### src/hdl/xte_pkg.sv
// Types, constants and round schedule for the two-word block TEA encryptor.
`timescale 1ns / 1ps

package xte_pkg;

  localparam logic [31:0] DELTA = 32'h9e37_79b9;
  // Round count for a two-word block: 6 + 52 / n with n = 2.
  localparam int unsigned ROUNDS = 6 + 52 / 2;
  // Every round updates the first word and then the second.
  localparam int unsigned STAGES = 2 * ROUNDS;

  localparam int unsigned CFG_AW = 3;
  localparam logic [CFG_AW-1:0] REG_KEY0   = 3'd0;
  localparam logic [CFG_AW-1:0] REG_KEY1   = 3'd1;
  localparam logic [CFG_AW-1:0] REG_KEY2   = 3'd2;
  localparam logic [CFG_AW-1:0] REG_KEY3   = 3'd3;
  localparam logic [CFG_AW-1:0] REG_OFFSET = 3'd4;

  typedef struct packed {
    logic [31:0] first_word;
    logic [31:0] second_word;
  } in_beat_t;

  typedef struct packed {
    logic [31:0] cipher_first;
    logic [31:0] cipher_second;
  } out_beat_t;

  // Word pair inside the pipeline. w1 is the word that the next stage updates.
  typedef struct packed {
    logic [31:0] w0;
    logic [31:0] w1;
  } pair_t;

  // Running sum after round rnd (counted from zero).
  function automatic logic [31:0] round_sum(input int unsigned rnd);
    logic [63:0] prod;
    prod = 64'(DELTA) * 64'(rnd + 1);
    return prod[31:0];
  endfunction

  // Key word index used by pipeline stage stg.
  function automatic logic [1:0] key_sel(input int unsigned stg);
    logic [31:0] s;
    logic [1:0]  e;
    logic [1:0]  p;
    s = round_sum(stg / 2);
    e = s[3:2];
    p = 2'(stg % 2);
    return p ^ e;
  endfunction

endpackage

### src/hdl/xte_stage.sv
// One half round: the word in w1 gains the mix of the other word; the pair is swapped.
`timescale 1ns / 1ps

module xte_stage
  import xte_pkg::*;
(
  input  logic        clk,
  input  logic        rst_n,
  input  logic        en,
  input  logic        vld_i,
  input  pair_t       d_i,
  input  logic [31:0] sum_i,
  input  logic [31:0] key_i,
  output logic        vld_o,
  output pair_t       d_o
);

  logic        vld_r;
  pair_t       d_r;
  pair_t       d_nxt;
  logic [31:0] z;
  logic [31:0] mix_a;
  logic [31:0] mix_b;

  // Both mix operands are the same word at a block length of two.
  assign z     = d_i.w0;
  assign mix_a = ((z >> 5) ^ (z << 2)) + ((z >> 3) ^ (z << 4));
  assign mix_b = (sum_i ^ z) + (key_i ^ z);

  // Swapping puts the freshly updated word in w0, so the next stage mixes it
  // into the other word.
  always_comb begin
    d_nxt.w0 = d_i.w1 + (mix_a ^ mix_b);
    d_nxt.w1 = d_i.w0;
  end

  always_ff @(posedge clk) begin
    if (!rst_n) begin
      vld_r <= 1'b0;
    end else if (en) begin
      vld_r <= vld_i;
    end
  end

  always_ff @(posedge clk) begin
    if (en) begin
      d_r <= d_nxt;
    end
  end

  assign vld_o = vld_r;
  assign d_o   = d_r;

endmodule

### config.mk
export PLATFORM = sky130hd
export DESIGN_NAME = xte_stage
export DESIGN_NICKNAME = d
export VERILOG_FILES = /design/src/hdl/xte_pkg.sv /design/src/hdl/xte_stage.sv
export SDC_FILE = /design/constraint.sdc
export NUM_CORES = 1
export LEC_CHECK = 0
export CAP_MARGIN = 10
export CORE_MARGIN = 3
export CORE_UTILIZATION = 55
export DETAILED_ROUTE_END_ITERATION = 10
export DONT_BUFFER_PORTS = 1
export PLACE_DENSITY = 0.79
export SYNTH_ARGS = -nofsm -noshare
export SYNTH_HDL_FRONTEND = slang
export SYNTH_SLANG_ARGS = --single-unit
### constraint.sdc
create_clock -name clk -period 16.2 [get_ports clk]
set_input_delay 4.86 -clock clk [delete_from_list [all_inputs] [get_ports clk]]
set_output_delay 4.86 -clock clk [all_outputs]
set_load 0.01 [all_outputs]
-- Word level (Yosys, flattened, before mapping)
Index checks and enable logic that the tools add are counted.
- memories: 0
- latch bits: 0
- ROM bits: 0
- RAM bits: 0
- register bits: 65
- logic and storage cells: 11
- equal/unequal tests: 0
- order comparisons: 0
- shift-type cells: 0
- divide/modulo/power cells: 0
- reductions and logical operators: 0
- bitwise operators: 5
- add/sub/neg operators: 3
- mux-type cells: 0
- multipliers: 0
- operators by type and width (kind ; number):
    $add A32 B32 Y32 ; 3
    $xor A32 B32 Y32 ; 3
    $xor A27 B32 Y32 ; 1
    $xor A29 B32 Y32 ; 1

-- Depth between registers and ports, before layout
Gate-level depths: netlist (run 1).
- depth in word-level cells: 4
- gate-level depth with buffers: 25
- mapped depth without buffers: 25

-- Worst setup path after synthesis (run 1)
No wires, ideal clock.
- path type: input-to-reg
- start: in d_i[42] in the netlist's numbering
- end: reg d_r (netlist bit d_o[63]), data pin
- arrival time: 8.986 ns
- required time: 15.940 ns
- stages on the path: 25
- library setup time: 0.260 ns
- buffers on the path: 1
- path slack: 6.954 ns
- path through: xnor2_1 inv_2 ha_1 a2111oi_0 o21ai_0 a22oi_1 or2_1 maj3_1 o21ai_0 o21ai_1 o21ai_1 a21oi_1 xnor2_1 ha_1 clkbuf_1 a21oi_1 o21ai_1 a21oi_1 o21ai_0 a31oi_1 o21a_1 or3_1 a21oi_1 xnor2_1 xnor2_1
- RTL lines (what ; RTL line ; source):
    start, declared ; xte_stage.sv:11 ; input pair_t d_i,
    end signal, assigned ; xte_stage.sv:47 ; d_r <= d_nxt;
    end, declared ; xte_stage.sv:19 ; pair_t d_r;

==> impl_table.tex, run 1 <==
\begin{tabular}{lr}
\hline
Metric & Value \\
\hline
\multicolumn{2}{l}{\textbf{Yosys}} \\
\quad Part of the Yosys area used for sequential elements & between 20\% and 30\% \\
\quad Fraction of registers with async set or reset after synthesis & 0\% \\
\quad Per-instance average area after synthesis & $\sim$9.5 um2 \\
\quad Count of flip-flops with a built-in enable after synthesis & 64 \\
\quad Synthesized netlist cell count & $\sim$800 \\
\quad Post-synthesis instance area & between 0.007 and 0.008 mm2 \\
\quad Warning count from the yosys run & 0 \\
\quad Number of distinct standard cells referenced by the synthesized netlist & 62 \\
\quad Number of flip-flops and latches in the synthesized netlist & 65 \\
\quad Post-synth net total & approximately 1,000 \\
\quad Commonest register cell after synthesis & sky130\_fd\_sc\_hd\_\_edfxtp\_1 \\
\multicolumn{2}{l}{\textbf{Critical path}} \\
\quad Max FO, Critical Path & 7 \\
\quad Worst Setup End Kind & flip-flop \\
\quad Class of the most critical setup path & in -> reg \\
\quad Arrival @ worst endpoint & around 9.6 ns \\
\quad Crit path required time & 16.30 ns \\
\quad CP Launch Type & input pin \\
\multicolumn{2}{l}{\textbf{CTS}} \\
\quad Clk sinks & 65 \\
\quad Number of buffers added to fix hold violations after cts & 0 \\
\quad Number of clock buffers inserted by TritonCTS & 9 \\
\quad Worst-Skew Late Latency & $\sim$0.34 ns \\
\quad CTS tree & yes \\
\quad Number of buffers on the longest clock path & 2 \\
\quad Post-CTS setup buffer count & 0 \\
\quad CTS H-Tree Depth & 3 \\
\quad Reg clk slew, reported paths & 0.06 ns \\
\quad Number of gates resized after CTS & 0 \\
\quad Cell chosen for the clock root & sky130\_fd\_sc\_hd\_\_clkbuf\_16 \\
\multicolumn{2}{l}{\textbf{Drt}} \\
\quad Routed vias/inst & 6.19 \\
\quad Count of routing violations after the opening detailed-route iteration & roughly 600 \\
\quad DRT antenna net count & 0 \\
\quad Total iterations of the first detailed-routing run & 5 \\
\quad Detailed Route WL & slightly below 20,000 um \\
\quad Routed len/inst & 19.7 um \\
\quad Count of unresolved DRC violations after routing & 0 \\
\quad Via count of the routed design & just over 6,000 \\
\multicolumn{2}{l}{\textbf{Cells and area}} \\
\quad Signed area change from the synthesized netlist to the final layout & 7.02\% \\
\quad Sequential cell area in the final layout & approximately 0.002 mm2 \\
\quad Number of filler cells placed in the layout & 1,142 \\
\quad Number of antenna diodes & 0 \\
\quad Proportion of layout cells with a drive suffix above 1 & about 4.3\% \\
\quad Cell area after layout & $\sim$0.008 mm2 \\
\quad Final net count & 1,030 \\
\quad Final std cells w/o fill & around 980 \\
\quad Total area of multi-input combinational cells & approximately 0.0055 mm2 \\
\multicolumn{2}{l}{\textbf{Placed design}} \\
\quad Placed instance area & 0.00776 mm2 \\
\quad Instance count after placement with tap cells included & between 900 and 1,000 \\
\quad Gp weighted congestion & around 0.93 \\
\quad Placed wire-length estimate & between 15,000 and 20,000 um \\
\quad Dpl ws & 6.45 ns \\
\quad Count of buffers inserted at the top-level ports & 0 \\
\multicolumn{2}{l}{\textbf{Timing}} \\
\quad RSZ-0062 raised after global routing & no \\
\quad Final Max Slew Viols & 0 \\
\quad Post-layout min period & between 9 and 10 ns \\
\quad Portion of the clock cycle consumed by the worst path in the final layout & a little under 60\% \\
\quad Accumulated negative setup slack & 0 ns \\
\quad Count of endpoints failing hold in the final timing report & 0 \\
\quad Highest Clock Rate & 106 MHz \\
\quad Worst slew slack as a fraction of its limit & between 60\% and 70\% \\
\quad Final setup skew & 0 ns \\
\quad Final worst setup slack & approximately 6.7 ns \\
\quad Measured slew at the worst slew-check pin & between 0.5 and 0.6 ns \\
\quad Total setup violations reported at the end of the flow & 0 \\
\multicolumn{2}{l}{\textbf{Power and ir drop}} \\
\quad Seq pwr share & between 20 and 25\% \\
\quad Maximum VDD drop & about 0.08 mV \\
\quad Clock power frac & between 15 and 20\% \\
\quad Sw frac & 42.8\% \\
\quad Final total power & between 1.5 and 2 mW \\
\quad Combinational share of power & between 60\% and 70\% \\
\quad Power spent charging and discharging nets & around 0.65 mW \\
\quad Ratio of total power to cell area & about 190 mW/mm2 \\
\quad Internal power component & between 0.8 and 0.9 mW \\
\quad Leakage power of the design & approximately 3.4 nW \\
\multicolumn{2}{l}{\textbf{Floorplanning}} \\
\quad Die area & around 0.015 mm2 \\
\quad Die W & between 100 and 150 um \\
\quad Initial standard-cell utilization of the core & a little under three fifths \\
\quad Core ar. & about 0.013 mm2 \\
\quad Rows & between 40 and 50 \\
\quad I/O pin count & 197 \\
\quad Die height & 123 um \\
\multicolumn{2}{l}{\textbf{GRT}} \\
\quad Total global-route track usage & 25.2\% \\
\quad GRT Residual Overflow & 0 \\
\quad Wire length of the first global-routing pass & just under 30,000 um \\
\quad Number of antenna violations at the first check in global routing & 0 \\
\quad Largest net degree at the start of global routing & 66 \\
\quad Via count of the first global-routing pass & a little under 6,000 \\
\multicolumn{2}{l}{\textbf{Run}} \\
\quad Max cap viols & 0 \\
\multicolumn{2}{l}{\textbf{Status}} \\
\quad Run status & complete, no violations \\
\multicolumn{2}{l}{\textbf{Worst hold path}} \\
\quad Class of the tightest hold or removal check & reg -> reg \\
\hline
\end{tabular}
==> worst max-delay path: stages <==
cell and delay (ns):
sky130_fd_sc_hd__xnor2_1 0.37, sky130_fd_sc_hd__inv_2 0.12, sky130_fd_sc_hd__ha_1 0.23, sky130_fd_sc_hd__a2111oi_0 0.43, sky130_fd_sc_hd__o21ai_0 0.17, sky130_fd_sc_hd__a22oi_1 0.31, sky130_fd_sc_hd__or2_1 0.21, sky130_fd_sc_hd__maj3_1 0.17
sky130_fd_sc_hd__o21ai_0 0.07, sky130_fd_sc_hd__o21ai_1 0.16, sky130_fd_sc_hd__o21ai_1 0.09, sky130_fd_sc_hd__a21oi_1 0.18, sky130_fd_sc_hd__xnor2_1 0.16, sky130_fd_sc_hd__ha_1 0.34, sky130_fd_sc_hd__a21oi_1 0.18, sky130_fd_sc_hd__o21ai_1 0.07
sky130_fd_sc_hd__a21oi_1 0.14, sky130_fd_sc_hd__o21ai_0 0.09, sky130_fd_sc_hd__a31oi_1 0.42, sky130_fd_sc_hd__o21a_1 0.28, sky130_fd_sc_hd__o21ai_1 0.09, sky130_fd_sc_hd__a21o_1 0.17, sky130_fd_sc_hd__a21oi_1 0.16, sky130_fd_sc_hd__xnor2_1 0.08
==> path summary, 6_finish.rpt <==
kind	start	end	slack, ns	cells past startpoint
max	d_i[42]	d_o[59]$_DFFE_PP_	6.74	24
min	vld_o$_SDFFE_PN0P_	vld_o$_SDFFE_PN0P_	0.59	2
max reg2reg	vld_o$_SDFFE_PN0P_	vld_o$_SDFFE_PN0P_	15.55	2
min reg2reg	vld_o$_SDFFE_PN0P_	vld_o$_SDFFE_PN0P_	0.59	2
==> state kept, by name (all words and copies together), names as in the netlist <==
signal / cells
vld_o: 1
d_o: 64
==> cell type report <==
cell class	count	area share, %
multi-input combinational	703	68.1
sequential	65	24.0
clock buffer	9	2.78
tap	176	2.72
clock inverter	7	1.47
inverter	22	1.02
==> per-layer routing <==
metal / track usage [%] / wire length, um / part of all wire, %
met5: 0 / 0 / 0
met4: 7.61 / 414 / 2.1
met3: 7.46 / 1780 / 9.2
met2: 37.8 / 8390 / 43
met1: 35.1 / 8800 / 45
==> cell usage after synthesis (all sizes together) (4+ instances only) <==
cell type	n	share of area [%]
xor2	108	13
xnor2	104	12
ha	94	16
a21oi	72	4.8
edfxtp	64	25
a21o	56	5.6
o21ai	41	2.8
nand2	38	1.9
nor2	33	1.6
inv	22	1.1
o21a	13	1.3
nor3	12	0.79
nand4	11	0.91
and3	10	0.83
a31oi	9	0.74
nand2b	9	0.74
nand3	9	0.59
o211ai	9	0.89
a211oi	7	0.69
nor2b	7	0.58
clkbuf	6	0.30
o21bai	6	0.59
or2	5	0.41
or3	5	0.41
o22ai	4	0.33
o31ai	4	0.58
==> placed cells by master, fill, tap and decap left out, types with 5 or more instances in the layout <==
master	instances
sky130_fd_sc_hd__clkbuf_16	9
sky130_fd_sc_hd__a31oi_1	9
sky130_fd_sc_hd__o211ai_1	9
sky130_fd_sc_hd__or3_1	5
sky130_fd_sc_hd__o21ai_1	12
sky130_fd_sc_hd__nand2_1	38
sky130_fd_sc_hd__ha_1	94
sky130_fd_sc_hd__a211oi_1	7
sky130_fd_sc_hd__edfxtp_1	64
sky130_fd_sc_hd__nor2_1	33
sky130_fd_sc_hd__xnor2_1	104
sky130_fd_sc_hd__o21bai_1	6
sky130_fd_sc_hd__and3_1	10
sky130_fd_sc_hd__nand2b_1	9
sky130_fd_sc_hd__inv_1	19
sky130_fd_sc_hd__xor2_1	106
sky130_fd_sc_hd__nand3_1	9
sky130_fd_sc_hd__o21ai_0	27
sky130_fd_sc_hd__nand4_1	11
sky130_fd_sc_hd__a21o_1	56
sky130_fd_sc_hd__nor2b_1	7
sky130_fd_sc_hd__nor3_1	12
sky130_fd_sc_hd__o21a_1	13
sky130_fd_sc_hd__a21oi_1	71
==> power by group through the flow <==
stage | clock network [mW] | logic, mW | registers [mW]
after floorplan | 0 | 0.769 | 0.325
after global placement | 0 | 0.920 | 0.331
after detailed placement | 0 | 0.938 | 0.333
after CTS | 0.231 | 0.944 | 0.330
after global routing | 0.237 | 1.06 | 0.334
final | 0.228 | 0.956 | 0.328
==> per-stage QoR <==
step / hold WS [ns] / util, %
2_1_floorplan: 0.538 / -
3_3_place_gp: 0.568 / 58.1
3_5_place_dp: 0.602 / 58.1
4_1_cts: 0.610 / 60.7
5_1_grt: 0.670 / 60.7
6_report: 0.588 / 60.7
==> logic make-up after synthesis <==
family,share of synthesized area (%)
mux,0.132
simple gates,9.12
fa+ha+maj,16.6
buf+inv,1.52
compound gates,21.8
flops,25.6
xor+xnor,25.2
No activity file was read; power rests on OpenSTA's default activity.
==> inputs of run 2 (changes only) <==
clock period = 9.61 ns   (was 16.2 ns; I/O delays follow)
==> impl_table.tex, run 2 (synthesis results as in run 1) <==
\begin{tabular}{lr}
\hline
Metric & Value \\
\hline
\multicolumn{2}{l}{\textbf{Cells and area}} \\
\quad Final net count & 1,030 \\
\quad Final std cells w/o fill & just under 1,000 \\
\quad Leading cell type in the layout, fill and taps excluded & sky130\_fd\_sc\_hd\_\_xor2\_1 \\
\quad Commonest non-fill, non-tap cells in the layout & sky130\_fd\_sc\_hd\_\_xor2\_1, sky130\_fd\_sc\_hd\_\_xnor2\_1, sky130\_fd\_sc\_hd\_\_ha\_1 \\
\quad Number of antenna diodes & 0 \\
\quad Largest register FFs & 64 \\
\quad Proportion of layout cells with a drive suffix above 1 & 4.34\% \\
\quad Signed area change from the synthesized netlist to the final layout & 6.71\% \\
\multicolumn{2}{l}{\textbf{Floorplanning}} \\
\quad Core ar. & 0.0133 mm2 \\
\quad Die area & between 0.015 and 0.02 mm2 \\
\quad I/O pin count & between 150 and 200 \\
\quad Die height & approximately 120 um \\
\quad Initial standard-cell utilization of the core & a little under three fifths \\
\quad Die W & 123 um \\
\quad Rows & 42 \\
\multicolumn{2}{l}{\textbf{Drt}} \\
\quad Count of unresolved DRC violations after routing & 0 \\
\quad Routed len/inst & about 19 um \\
\quad Detailed Route WL & $\sim$19,000 um \\
\quad DRT antenna net count & 0 \\
\quad Total iterations of the first detailed-routing run & 5 \\
\quad Via count of the routed design & between 6,000 and 7,000 \\
\quad Count of routing violations after the opening detailed-route iteration & 533 \\
\quad Routed vias/inst & 6.13 \\
\multicolumn{2}{l}{\textbf{CTS}} \\
\quad Cell chosen for the clock root & sky130\_fd\_sc\_hd\_\_clkbuf\_16 \\
\quad Number of buffers added to fix hold violations after cts & 0 \\
\quad Number of clock buffers inserted by TritonCTS & 9 \\
\quad Reg clk slew, reported paths & approximately 0.060 ns \\
\quad Number of gates resized after CTS & 0 \\
\quad Worst-Skew Late Latency & $\sim$0.34 ns \\
\quad CTS tree & yes \\
\quad Post-CTS setup buffer count & 0 \\
\quad CTS H-Tree Depth & 3 \\
\quad Clk sinks & 65 \\
\quad Number of buffers on the longest clock path & 2 \\
\multicolumn{2}{l}{\textbf{Placed design}} \\
\quad Gp weighted congestion & a little over 0.9 \\
\quad Placed wire-length estimate & about 16,000 um \\
\quad Instance count after placement with tap cells included & approximately 970 \\
\quad Count of buffers inserted at the top-level ports & 0 \\
\multicolumn{2}{l}{\textbf{Critical path}} \\
\quad Max FO, Critical Path & 7 \\
\quad Class of the most critical setup path & in -> reg \\
\quad Arrival @ worst endpoint & slightly below 8 ns \\
\quad Crit path required time & between 9 and 10 ns \\
\quad Worst Setup End Kind & flip-flop \\
\quad CP Launch Type & input pin \\
\multicolumn{2}{l}{\textbf{Timing}} \\
\quad Portion of the clock cycle consumed by the worst path in the final layout & approximately four fifths \\
\quad Post-layout min period & approximately 8 ns \\
\quad Measured slew at the worst slew-check pin & between 0.6 and 0.7 ns \\
\quad Count of endpoints failing hold in the final timing report & 0 \\
\quad Final setup skew & 0 ns \\
\quad Worst slew slack as a fraction of its limit & 53.8\% \\
\quad Accumulated negative setup slack & 0 ns \\
\quad Hold WS & between 0.5 and 0.6 ns \\
\quad Highest Clock Rate & 127 MHz \\
\quad Total setup violations reported at the end of the flow & 0 \\
\quad Final Max Slew Viols & 0 \\
\quad RSZ-0062 raised after global routing & no \\
\multicolumn{2}{l}{\textbf{GRT}} \\
\quad Via count of the first global-routing pass & $\sim$5,800 \\
\quad Largest net degree at the start of global routing & 66 \\
\quad Total global-route track usage & about a quarter \\
\quad Wire length of the first global-routing pass & between 20,000 and 30,000 um \\
\quad Number of antenna violations at the first check in global routing & 0 \\
\quad GRT Residual Overflow & 0 \\
\multicolumn{2}{l}{\textbf{Status}} \\
\quad Run status & complete, no violations \\
\multicolumn{2}{l}{\textbf{Worst hold path}} \\
\quad Class of the tightest hold or removal check & reg -> reg \\
\multicolumn{2}{l}{\textbf{Run}} \\
\quad Max cap viols & 0 \\
\multicolumn{2}{l}{\textbf{Power and ir drop}} \\
\quad Ratio of total power to cell area & approximately 310 mW/mm2 \\
\quad Maximum VDD drop & between 0.09 and 0.1 mV \\
\quad Leakage power of the design & $\sim$3.4 nW \\
\hline
\end{tabular}
run 2: final cells by class:
class	count	area (um2)
clock buffer	9	225
clock inverter	7	95.1
fill	1141	5270
inverter	22	82.6
multi-input combinational	703	5520
sequential	65	1940
tap	176	220
run 2: path summary, 6_finish.rpt:
| kind | slack [ns] | to | from | cells past startpoint |
|---|---|---|---|---|
| worst max-delay path | 1.74 | d_o[59]$_DFFE_PP_ | d_i[42] | 24 |
| worst min-delay path | 0.58 | vld_o$_SDFFE_PN0P_ | vld_o$_SDFFE_PN0P_ | 2 |
| worst max register to register | 8.97 | vld_o$_SDFFE_PN0P_ | vld_o$_SDFFE_PN0P_ | 2 |
| worst min register to register | 0.58 | vld_o$_SDFFE_PN0P_ | vld_o$_SDFFE_PN0P_ | 2 |
run 2: where the power goes:
| part | total (mW) | switching (mW) | internal, mW |
|---|---|---|---|
| combinational | 1.60 | 0.881 | 0.723 |
| clock | 0.352 | 0.125 | 0.227 |
| sequential | 0.553 | 0.0723 | 0.480 |
| total | 2.51 | 1.08 | 1.43 |
run 2: per-layer routing:
metal,track usage [%],vias up,share of wire [%]
li1,-,2936,-
met1,35.4,2799,45
met2,38.8,269,44
met3,7.46,20,9.4
met4,5.67,0,1.4
met5,0,-,0
run 2: stage by stage:
stage / power, mW / setup slack [ns] / util [%] / instance area (um2)
after floorplan: 1.84 / 2.34 / - / 7570
final: 2.51 / 1.74 / 60.5 / 8080
after global routing: 2.73 / 1.01 / 60.5 / 8080
after CTS: 2.51 / 1.90 / 60.5 / 8080
after detailed placement: 2.14 / 1.79 / 58.1 / 7760
after global placement: 2.11 / 1.91 / 58.1 / 7760
run 2: critical path, stage by stage:
cell and delay, ns:
sky130_fd_sc_hd__xnor2_1 0.38, sky130_fd_sc_hd__inv_2 0.11, sky130_fd_sc_hd__ha_1 0.23, sky130_fd_sc_hd__a2111oi_0 0.64, sky130_fd_sc_hd__o21ai_0 0.26, sky130_fd_sc_hd__a22oi_1 0.34, sky130_fd_sc_hd__or2_1 0.21, sky130_fd_sc_hd__maj3_1 0.18
sky130_fd_sc_hd__o21ai_0 0.07, sky130_fd_sc_hd__o21ai_1 0.15, sky130_fd_sc_hd__o21ai_1 0.08, sky130_fd_sc_hd__a21oi_1 0.19, sky130_fd_sc_hd__xnor2_1 0.16, sky130_fd_sc_hd__ha_1 0.34, sky130_fd_sc_hd__a21oi_1 0.18, sky130_fd_sc_hd__o21ai_1 0.08
sky130_fd_sc_hd__a21oi_1 0.12, sky130_fd_sc_hd__o21ai_0 0.09, sky130_fd_sc_hd__a31oi_1 0.44, sky130_fd_sc_hd__o21a_1 0.29, sky130_fd_sc_hd__o21ai_1 0.09, sky130_fd_sc_hd__a21o_1 0.18, sky130_fd_sc_hd__a21oi_1 0.17, sky130_fd_sc_hd__xnor2_1 0.08
==> inputs of run 3 (changes only) <==
clock period = 7.98 ns   (was 9.61 ns; I/O delays follow)
==> impl_table.tex, run 3 (synthesis results as in run 1) <==
\begin{tabular}{lr}
\hline
Metric & Value \\
\hline
\multicolumn{2}{l}{\textbf{Cells and area}} \\
\quad Proportion of layout cells with a drive suffix above 1 & roughly 4.3\% \\
\quad Cell area after layout & between 0.008 and 0.009 mm2 \\
\quad Leading cell type in the layout, fill and taps excluded & sky130\_fd\_sc\_hd\_\_xor2\_1 \\
\quad Number of filler cells placed in the layout & about 1,100 \\
\quad Final std cells w/o fill & about 980 \\
\quad Largest register FFs & 64 \\
\quad Final net count & $\sim$1,000 \\
\quad Signed area change from the synthesized netlist to the final layout & 6.39\% \\
\quad Commonest non-fill, non-tap cells in the layout & sky130\_fd\_sc\_hd\_\_xor2\_1, sky130\_fd\_sc\_hd\_\_xnor2\_1, sky130\_fd\_sc\_hd\_\_ha\_1 \\
\quad Number of antenna diodes & 0 \\
\multicolumn{2}{l}{\textbf{Placed design}} \\
\quad Instance count after placement with tap cells included & between 900 and 1,000 \\
\quad Placed instance area & 0.00776 mm2 \\
\quad Count of buffers inserted at the top-level ports & 0 \\
\quad Placed wire-length estimate & around 16,000 um \\
\quad Gp weighted congestion & approximately 0.93 \\
\multicolumn{2}{l}{\textbf{Timing}} \\
\quad Final Max Slew Viols & 0 \\
\quad Accumulated negative setup slack & 0 ns \\
\quad Portion of the clock cycle consumed by the worst path in the final layout & roughly 90\% \\
\quad Total setup violations reported at the end of the flow & 0 \\
\quad Post-layout min period & a little over 7 ns \\
\quad Highest Clock Rate & $\sim$140 MHz \\
\quad Worst slew slack as a fraction of its limit & between 60\% and 70\% \\
\quad Count of endpoints failing hold in the final timing report & 0 \\
\quad Measured slew at the worst slew-check pin & between 0.5 and 0.6 ns \\
\quad RSZ-0062 raised after global routing & no \\
\quad Final setup skew & 0 ns \\
\multicolumn{2}{l}{\textbf{Critical path}} \\
\quad Cell type of the slowest stage on the worst timing path & sky130\_fd\_sc\_hd\_\_a2111oi\_0 \\
\quad Worst Setup End Kind & flip-flop \\
\quad Arrival @ worst endpoint & 7.27 ns \\
\quad Total buffers and inverters traversed by the critical path & 1 \\
\quad Family with the most delay on the worst path & compound AO/OA/AOI/OAI gates \\
\quad Critical Path Stages & 24 \\
\quad CP Cell Sequence & xnor2\_1 > inv\_2 > ha\_1 > a2111oi\_0 > o21ai\_0 > a22oi\_1 > or2\_1 > maj3\_1 > o21ai\_0 > o21ai\_1 > o21ai\_1 > a21oi\_1 > xnor2\_1 > ha\_1 > a21oi\_1 > o21ai\_1 > a21oi\_1 > o21ai\_0 > a31oi\_1 > o21a\_1 > or3\_1 > a21oi\_1 > xnor2\_1 > xnor2\_1 \\
\quad Worst R2R Start & vld\_o\$\_SDFFE\_PN0P\_ \\
\quad Crit path required time & 8.06 ns \\
\quad Max FO, Critical Path & 7 \\
\quad Worst R2R Setup Slack & around 7.3 ns \\
\quad FF-to-FF path depth & 2 \\
\quad Class of the most critical setup path & in -> reg \\
\quad CP Launch Type & input pin \\
\quad Destination of the worst register-to-register timing path & vld\_o\$\_SDFFE\_PN0P\_ \\
\quad Stage delay of the slowest cell on the critical path & between 0.5 and 0.6 ns \\
\multicolumn{2}{l}{\textbf{Power and ir drop}} \\
\quad Combinational share of power & between 60\% and 70\% \\
\quad Internal power component & 1.69 mW \\
\quad Seq pwr share & between 20 and 25\% \\
\quad Ratio of total power to cell area & approximately 370 mW/mm2 \\
\quad Sw frac & between 40\% and 50\% \\
\quad Power spent charging and discharging nets & $\sim$1.3 mW \\
\quad Leakage power of the design & between 3 and 4 nW \\
\quad Clock power frac & about an eighth \\
\quad Maximum VDD drop & about 0.13 mV \\
\multicolumn{2}{l}{\textbf{Floorplanning}} \\
\quad Die height & 123 um \\
\quad Die area & between 0.015 and 0.02 mm2 \\
\quad Core ar. & $\sim$0.013 mm2 \\
\quad Rows & 42 \\
\quad Initial standard-cell utilization of the core & a little under three fifths \\
\quad Die W & around 120 um \\
\quad I/O pin count & between 150 and 200 \\
\multicolumn{2}{l}{\textbf{Drt}} \\
\quad DRT antenna net count & 0 \\
\quad Via count of the routed design & approximately 6,000 \\
\quad Total iterations of the first detailed-routing run & 7 \\
\quad Count of routing violations after the opening detailed-route iteration & 574 \\
\quad Count of unresolved DRC violations after routing & 0 \\
\quad Detailed Route WL & approximately 19,000 um \\
\quad Routed len/inst & $\sim$20 um \\
\quad Routed vias/inst & 6.13 \\
\multicolumn{2}{l}{\textbf{CTS}} \\
\quad Number of clock buffers inserted by TritonCTS & 9 \\
\quad Number of buffers added to fix hold violations after cts & 0 \\
\quad Clk sinks & 65 \\
\quad CTS tree & yes \\
\quad Cell chosen for the clock root & sky130\_fd\_sc\_hd\_\_clkbuf\_16 \\
\quad Post-CTS setup buffer count & 0 \\
\quad Number of gates resized after CTS & 0 \\
\quad Worst-Skew Late Latency & 0.34 ns \\
\quad Number of buffers on the longest clock path & 2 \\
\quad CTS H-Tree Depth & 3 \\
\quad Reg clk slew, reported paths & about 0.050 ns \\
\multicolumn{2}{l}{\textbf{GRT}} \\
\quad Wire length of the first global-routing pass & around 30,000 um \\
\quad GRT Residual Overflow & 0 \\
\quad Via count of the first global-routing pass & between 5,000 and 6,000 \\
\quad Number of antenna violations at the first check in global routing & 0 \\
\quad Total global-route track usage & 25.5\% \\
\quad Largest net degree at the start of global routing & 66 \\
\multicolumn{2}{l}{\textbf{Worst hold path}} \\
\quad Class of the tightest hold or removal check & reg -> reg \\
\quad Endpoint of the worst hold path & vld\_o\$\_SDFFE\_PN0P\_ \\
\quad Source of the worst hold timing path & vld\_o\$\_SDFFE\_PN0P\_ \\
\quad Worst hold path cell count & 2 \\
\multicolumn{2}{l}{\textbf{Status}} \\
\quad Run status & complete, no violations \\
\multicolumn{2}{l}{\textbf{Run}} \\
\quad Max cap viols & 0 \\
\hline
\end{tabular}
run 3: worst min-delay path: cells and delay by family (launching register included):
family / cells / cell delay (ns)
flip-flops: 1 / 0.34
multiplexers: 1 / 0.14
AND/OR/NAND/NOR: 1 / 0.06
run 3: worst max path at each step:
stage,slack (ns),endpoint,from
global placement,0.78,d_o[59]$_DFFE_PP_,d_i[42]
detailed placement,0.67,d_o[63]$_DFFE_PP_,d_i[42]
global route,0.12,d_o[59]$_DFFE_PP_,d_i[42]
finish,0.79,d_o[63]$_DFFE_PP_,d_i[42]
floorplan,1.20,d_o[63]$_DFFE_PP_,d_i[42]
CTS,0.89,d_o[63]$_DFFE_PP_,d_i[42]
run 3: power by group through the flow:
stage | sequential (mW) | combinational [mW] | clock, mW
after floorplan | 0.659 | 1.56 | 0
final | 0.665 | 1.95 | 0.396
after global placement | 0.672 | 1.87 | 0
after detailed placement | 0.675 | 1.91 | 0
after CTS | 0.669 | 1.92 | 0.405
after global routing | 0.678 | 2.16 | 0.419
run 3: area by class of cell:
type	count	area (um2)	area share, %
tap	176	220	2.73
multi-input combinational	703	5520	68.5
clock inverter	7	71.3	0.885
inverter	22	82.6	1.03
sequential	65	1940	24.1
clock buffer	9	225	2.80
run 3: metal layers:
layer  global-route usage [%]  share of wire (%)  vias up
li1                         -                  -     2938
met5                        0                  0        -
met1                     35.1                 45     2775
met3                     6.40                9.2       36
met4                     9.62                2.6        0
met2                     38.4                 43      269
run 3: stage by stage:
step	setup WS, ns	util [%]	power, mW	hold WS, ns
floorplan	1.20	-	2.22	0.538
global placement	0.783	58.1	2.54	0.566
detailed placement	0.674	58.1	2.58	0.582
CTS	0.891	60.4	2.99	0.590
global route	0.116	60.4	3.26	0.646
finish	0.787	60.4	3.01	0.579
